==> config.mk <==
export PLATFORM = sky130hd
export DESIGN_NAME = knnsi_ctrl
export DESIGN_NICKNAME = d
export VERILOG_FILES = /design/src/design/knnsi_pkg.sv /design/src/design/knnsi_ctrl.sv
export VERILOG_INCLUDE_DIRS = /design/src /design/src/design
export SDC_FILE = /design/constraint.sdc
export NUM_CORES = 1
export LEC_CHECK = 0
export BUFFER_PORTS_ARGS = -buffer_cell sky130_fd_sc_hd__buf_2
export CORE_AREA = 2 2 39 41
export DETAILED_ROUTE_END_ITERATION = 12
export DIE_AREA = 0 0 41 43
export GPL_TIMING_DRIVEN = 1
export PLACE_DENSITY = 0.76
export SLEW_MARGIN = 20
export SYNTH_ARGS = -nofsm -noshare
export SYNTH_HDL_FRONTEND = slang
export SYNTH_SLANG_ARGS = --single-unit
==> constraint.sdc <==
create_clock -name clk -period 4.3 [get_ports clk]
set_input_delay 0.43 -clock clk [delete_from_list [all_inputs] [get_ports clk]]
set_output_delay 0.43 -clock clk [all_outputs]
set_load 0.05 [all_outputs]
==> src/design/assert_macros.svh <==
// Assertion macros shared by the sorted insertion core.
`ifndef ASSERT_MACROS_SVH
`define ASSERT_MACROS_SVH

`ifndef SYNTH

// Check a property on every rising clock edge outside reset.
`define KNNSI_ASSERT(lbl, clk, rstn, prop) \
  lbl: assert property (@(posedge clk) disable iff (!rstn) (prop)) \
    else $error("knnsi: property violated");

// Check that a condition never occurs outside reset.
`define KNNSI_NEVER(lbl, clk, rstn, cond) \
  lbl: assert property (@(posedge clk) disable iff (!rstn) !(cond)) \
    else $error("knnsi: forbidden condition seen");

`else

`define KNNSI_ASSERT(lbl, clk, rstn, prop)
`define KNNSI_NEVER(lbl, clk, rstn, cond)

`endif

`endif

==> src/design/knnsi_pkg.sv <==
// Shared constants and controller/datapath interface types of the sorted insertion core.
`default_nettype none

package knnsi_pkg;

  // Fixed field widths
  localparam int MASS_W     = 32;
  localparam int INDEX_W    = 24;
  localparam int DIST_OUT_W = 50;
  localparam int COUNT_W    = 7;
  localparam int RANK_W     = 6;
  localparam int KNB_W      = 7;
  localparam int RADIUS_W   = 50;
  localparam int CFG_DATA_W = 50;
  localparam int CFG_IDX_W  = 3;

  // Configuration register indexes
  localparam logic [CFG_IDX_W-1:0] CFG_QUERY_X   = 3'd0;
  localparam logic [CFG_IDX_W-1:0] CFG_QUERY_Y   = 3'd1;
  localparam logic [CFG_IDX_W-1:0] CFG_QUERY_Z   = 3'd2;
  localparam logic [CFG_IDX_W-1:0] CFG_NEIGHBORS = 3'd3;
  localparam logic [CFG_IDX_W-1:0] CFG_LIMIT_EN  = 3'd4;
  localparam logic [CFG_IDX_W-1:0] CFG_RADIUS2   = 3'd5;

  // Register reset values
  localparam logic [KNB_W-1:0]    KNB_RST     = 7'd64;
  localparam logic [RADIUS_W-1:0] RADIUS2_RST = 50'd703687441777;

  // Input action codes
  localparam logic ACT_CANDIDATE = 1'b0;
  localparam logic ACT_DRAIN     = 1'b1;

  // Result kind codes
  localparam logic KIND_STATUS = 1'b0;
  localparam logic KIND_ENTRY  = 1'b1;

  // Commands from controller to datapath
  typedef struct packed {
    logic take;         // capture candidate, form axis differences
    logic square;       // register the three axis squares
    logic sum;          // register the squared distance
    logic clamp;        // cut fill to k, fetch last held entry
    logic decide;       // evaluate acceptance, set insert pointer
    logic shift;        // move one entry up or place the candidate
    logic stat_load;    // load a status result into the output register
    logic drain_start;  // fetch last held entry for a drain
    logic drain_kth;    // capture k-th distance, fetch first entry
    logic drain_load;   // load one drained entry into the output register
  } cmd_t;

  // Status from datapath to controller
  typedef struct packed {
    logic ok;           // candidate goes into the list
    logic stop;         // insert pointer reached its slot
    logic drain_last;   // current drained entry is the final one
    logic out_free;     // output register can take a result this cycle
  } sts_t;

endpackage

`default_nettype wire

==> src/design/knnsi_ctrl.sv <==
// Sequencing state machine of the sorted insertion core.
`default_nettype none
`include "assert_macros.svh"

module knnsi_ctrl (
  input  wire logic             clk,
  input  wire logic             rst_n,
  input  wire logic             in_valid,
  input  wire logic             in_action,
  output logic                  in_stall,
  output knnsi_pkg::cmd_t       cmd,
  input  wire knnsi_pkg::sts_t  sts
);

  typedef enum logic [9:0] {
    S_IDLE   = 10'b00_0000_0001,
    S_SQ     = 10'b00_0000_0010,
    S_SUM    = 10'b00_0000_0100,
    S_CHECK  = 10'b00_0000_1000,
    S_DECIDE = 10'b00_0001_0000,
    S_SHIFT  = 10'b00_0010_0000,
    S_STAT   = 10'b00_0100_0000,
    S_DKTH   = 10'b00_1000_0000,
    S_DFIRST = 10'b01_0000_0000,
    S_DOUT   = 10'b10_0000_0000
  } state_t;

  state_t state_r;
  state_t state_nxt;

  // Take a new item only when nothing is in flight
  assign in_stall = (state_r != S_IDLE);

  // Next state and commands
  always_comb begin
    state_nxt = state_r;
    cmd       = '0;
    case (state_r)
      S_IDLE: begin
        if (in_valid) begin
          if (in_action == knnsi_pkg::ACT_DRAIN) begin
            state_nxt = S_DKTH;
          end else begin
            cmd.take  = 1'b1;
            state_nxt = S_SQ;
          end
        end
      end
      S_SQ: begin
        cmd.square = 1'b1;
        state_nxt  = S_SUM;
      end
      S_SUM: begin
        cmd.sum   = 1'b1;
        state_nxt = S_CHECK;
      end
      S_CHECK: begin
        cmd.clamp = 1'b1;
        state_nxt = S_DECIDE;
      end
      S_DECIDE: begin
        cmd.decide = 1'b1;
        state_nxt  = sts.ok ? S_SHIFT : S_STAT;
      end
      S_SHIFT: begin
        cmd.shift = 1'b1;
        if (sts.stop) begin
          state_nxt = S_STAT;
        end
      end
      S_STAT: begin
        if (sts.out_free) begin
          cmd.stat_load = 1'b1;
          state_nxt     = S_IDLE;
        end
      end
      S_DKTH: begin
        cmd.drain_start = 1'b1;
        state_nxt       = S_DFIRST;
      end
      S_DFIRST: begin
        cmd.drain_kth = 1'b1;
        state_nxt     = S_DOUT;
      end
      S_DOUT: begin
        if (sts.out_free) begin
          cmd.drain_load = 1'b1;
          if (sts.drain_last) begin
            state_nxt = S_IDLE;
          end
        end
      end
      default: begin
        state_nxt = S_IDLE;
      end
    endcase
  end

  // State register
  always_ff @(posedge clk) begin
    if (!rst_n) begin
      state_r <= S_IDLE;
    end else begin
      state_r <= state_nxt;
    end
  end

  `KNNSI_ASSERT(a_load_needs_room, clk, rst_n, (cmd.stat_load || cmd.drain_load) |-> sts.out_free)
  `KNNSI_ASSERT(a_transfer_leaves_idle, clk, rst_n, ((state_r == S_IDLE) && in_valid) |=> (state_r != S_IDLE))
  `KNNSI_ASSERT(a_drain_ends_idle, clk, rst_n, (cmd.drain_load && sts.drain_last) |=> (state_r == S_IDLE))

endmodule

`default_nettype wire

# Yosys cells after proc, flatten, opt, wreduce, memory -nomap -nowiden
# Cells that the tools add are included.
classes:
  reduce_logical: 1
  mux: 21
  n_eq_ne: 16
ops:
  columns: ["operator", "n"]
  rows:
  - ["$pmux 10 s10", 1]
  - ["$mux 10", 5]
  - ["$mux 1", 13]
  - ["$eq 10x1->1 const B", 1]
  - ["$eq 10x10->1 const B", 1]
  - ["$eq 10x2->1 const B", 1]
  - ["$eq 10x3->1 const B", 1]
  - ["$eq 10x4->1 const B", 1]
  - ["$eq 10x5->1 const B", 1]
  - ["$eq 10x6->1 const B", 1]
  - ["$eq 10x7->1 const B", 1]
  - ["$eq 10x8->1 const B", 1]
  - ["$eq 10x9->1 const B", 1]
  - ["$ne 10x1->1 const B", 1]
  - ["$ne 2x2->1 const B", 5]
  - ["$mux 8", 1]
  - ["$mux 7", 1]
  - ["$reduce_and 5->1", 1]
word_totals:
  regBits: 10
  input_bits: 8
  out_inout_bits: 11

# Logic depth before layout (Yosys ltp)
depth:
  depth_word: 3
  ltp_mapped: 7
  ltp_nobuf: 6

# Worst setup path after synthesis
# No wires, ideal clock.
synth_path:
  path_kind: "register -> output"
  from: "register state_r[0]"
  to: "output cmd[3] (netlist name)"
  path_slack_ns: 1.476
  stages_incl_launch_ff: 4
  t_arrival_ns: 2.394
  cell_sequence: "dfxtp_1 -> nor4_4 -> nand3_1 -> nor4b_1"
synth_lines:
  columns: ["item", "line", "rtl"]
  rows:
  - ["start: declaration", "knnsi_ctrl.sv:28", "state_t state_r;"]
  - ["start signal: assignment", "knnsi_ctrl.sv:104", "state_r <= state_nxt;"]
  - ["end: declaration", "knnsi_ctrl.sv:11", "output knnsi_pkg::cmd_t cmd,"]

==> impl_metrics.env <==
export IMPL_critPathKind="register to output pin"
export IMPL_htree_levels=1
export IMPL_placed_area_um2=773
export IMPL_power_frac_comb=0.212
export IMPL_fmax_ghz=0.444
export IMPL_leakage_nw=0.334
export IMPL_hp_class="input port to register"
export IMPL_port_buffers=18
export IMPL_diodes=0
export IMPL_use_met2=0.294
export IMPL_cts_sinks=10
export IMPL_seq_area_frac_synth=0.297
export IMPL_startpoint_type="register"
export IMPL_worstMarginPinSlew_ns=0.401
export IMPL_postCtsHoldBufs=0
export IMPL_largest_reg_flops=10
export IMPL_finalCriticalPeriod_ns=2.25
export IMPL_power_internal_w=0.000165
export IMPL_dp_cells=110
export IMPL_stdcell_count=114
export IMPL_synth_cells=78
export IMPL_endpoint_kind="output pin"
export IMPL_cp_max_fo=5
export IMPL_antenna_found_initial=0
export IMPL_die_w_um=41
export IMPL_ir_drop_mv=0.209
export IMPL_drc=0
export IMPL_syn_area_um2=673
export IMPL_ys_async_sr_fraction=0
export IMPL_fin_worst_skew_ns=0.00436
export IMPL_clock_latency_ns=0.27
export IMPL_place_ws_ns=2.31
export IMPL_wl_per_cell_um=12.6
export IMPL_wl_mm=1.44
export IMPL_initial_core_util=0.486
export IMPL_grt_pass1_vias=551
export IMPL_hpwl_mm=1.11
export IMPL_setup_ws_ns=2.05
export IMPL_fin_crit_sh=0.524
export IMPL_die_h_um=43
export IMPL_via_per_inst=5.62
export IMPL_cts_setup_buffers=0
export IMPL_largest_register="state_r"
export IMPL_reg_top3="state_r: 10 flops"
export IMPL_arrival_ns=1.82
export IMPL_syn_num_nets=86
export IMPL_rsz0062_at_grt="no"
export IMPL_cts_root_buffer_cell="clkbuf_4"
export IMPL_io_pins=19
export IMPL_synth_warnings=0
export IMPL_coreArea_um2=1380
export IMPL_grt_total_usage=0.192
export IMPL_cp_required_ns=3.87
export IMPL_overflow=0
export IMPL_synth_edf_count=0
export IMPL_p_sw_frac=0.299
export IMPL_ant_nets=0
export IMPL_nets=107
export IMPL_gp_congestion=0.756
export IMPL_slew_viol_final=0
export IMPL_grt_pass1_wl_mm=2.25
export IMPL_grt_max_degree=10
export IMPL_yosysUniqueCellTypes=34
export IMPL_drive_gt1_frac=0.367
export IMPL_area_delta_synth_final_pct=20.3
export IMPL_met1_usage=0.244
export IMPL_busiest_layer="met2"
export IMPL_timing_hold_ws_ns=0.355
export IMPL_drt_iter0_drc=11
export IMPL_numCtsBuffers=3
export IMPL_finalHoldViolations=0
export IMPL_std_cell_rows=14
export IMPL_slew_headroom=0.731
export IMPL_drv_cap=0
export IMPL_cts_path_max_buffers=2
export IMPL_clkPwrFrac=0.364
export IMPL_setup_violations=0
export IMPL_cellPowerDensity_nw_per_um2=290
export IMPL_cts_tree="done"
export IMPL_grt_util_met3=0.0314
export IMPL_firstDrtPassIters=4
export IMPL_clkTransAtPathRegs_ns=0.07
export IMPL_die_area_um2=1760
export IMPL_final_area_um2=810
export IMPL_tns_ns=0
export IMPL_vias=641
export IMPL_power_frac_seq=0.424
export IMPL_synth_main_ff_cell="dfxtp_1"
export IMPL_cts_resized=0
export IMPL_status="finished, final reports clean"
export IMPL_switchingPower_w=0.0000703
export IMPL_synth_area_per_cell_um2=8.63
export IMPL_synth_ff_latch_count=10
cells in the final DEF (no fill, tap or decap), types with 2 or more instances in the layout:
cell type,n
nand3_1,2
nor2b_1,3
nor3b_1,6
nor4_4,2
nor3_1,4
nor3_2,2
nand2b_1,2
nand3_2,2
nand2_1,4
nor2_1,12
a21oi_1,5
buf_2,18
o21ai_0,2
nor4b_1,2
clkbuf_4,3
dfxtp_1,10
metrics by stage:
| step | utilization | total power, W |
|---|---|---|
| after floorplan | - | 0.000138 |
| final | 0.585 | 0.000235 |
| after global routing | 0.585 | 0.000244 |
| after CTS | 0.585 | 0.000235 |
| after global placement | 0.559 | 0.000150 |
| after detailed placement | 0.559 | 0.000151 |
cell usage after synthesis (all sizes together) (2+ instances only):
master / number / area [µm²]
nand2b: 2 / 12.5
nor3b: 7 / 57.6
nand3: 4 / 30.0
dfxtp: 10 / 200
nor2b: 3 / 18.8
a21oi: 5 / 25.0
nor4b: 3 / 32.5
nor3: 6 / 40.0
and4b: 2 / 21.3
o21ai: 2 / 10.0
nand2: 4 / 15.0
nor4: 2 / 42.5
nor2: 13 / 51.3
metal layers:
layer / up-vias / share of wire / wire, µm
li1: 330 / - / -
met1: 289 / 0.44 / 639
met2: 17 / 0.48 / 697
met3: 5 / 0.046 / 66
met4: 0 / 0.024 / 35
met5: - / 0 / 0
cell type report:
type                            instances  area [µm²]
Fill cell                             134         574
Inverter                                1        3.75
Sequential cell                        10         200
Timing Repair Buffer                   18        90.1
Tap cell                               16        20.0
Multi-Input combinational cell         65         459
Clock buffer                            4        36.3
worst paths after layout:
check / from / slack, ns / depth (start not counted) / end
setup reg to reg: state_r[8] / 2.59 / 6 / state_r[4]
setup / recovery: state_r[0] / 2.05 / 5 / cmd[7]
hold / removal: in_action / 0.35 / 2 / state_r[1]
hold reg to reg: state_r[9] / 0.59 / 2 / state_r[9]
cell families after synthesis:
logic type | after synthesis | synth area share
AO/OA/AOI/OAI | 10 | 0.0911
multiplexers | 1 | 0.0149
buffers and inverters | 3 | 0.0204
XOR/XNOR | 1 | 0.0130
AND/OR/NAND/NOR | 53 | 0.563
flip-flops | 10 | 0.297
power by group through the flow:
stage               combinational (W)  sequential, W  clock (W)
global route                0.0000543      0.0000999  0.0000895
CTS                         0.0000497      0.0000995  0.0000859
detailed placement          0.0000493       0.000102          0
finish                      0.0000498      0.0000996  0.0000857
floorplan                   0.0000375       0.000101          0
global placement            0.0000486       0.000101          0
critical path, stage by stage, from the launching register on:
cell and delay (ns):
dfxtp_1 0.37, nor4_4 0.38, and2_1 0.22, nand2_1 0.09, nor3b_2 0.20, buf_2 0.29
No activity file was read; power rests on OpenSTA's default activity.
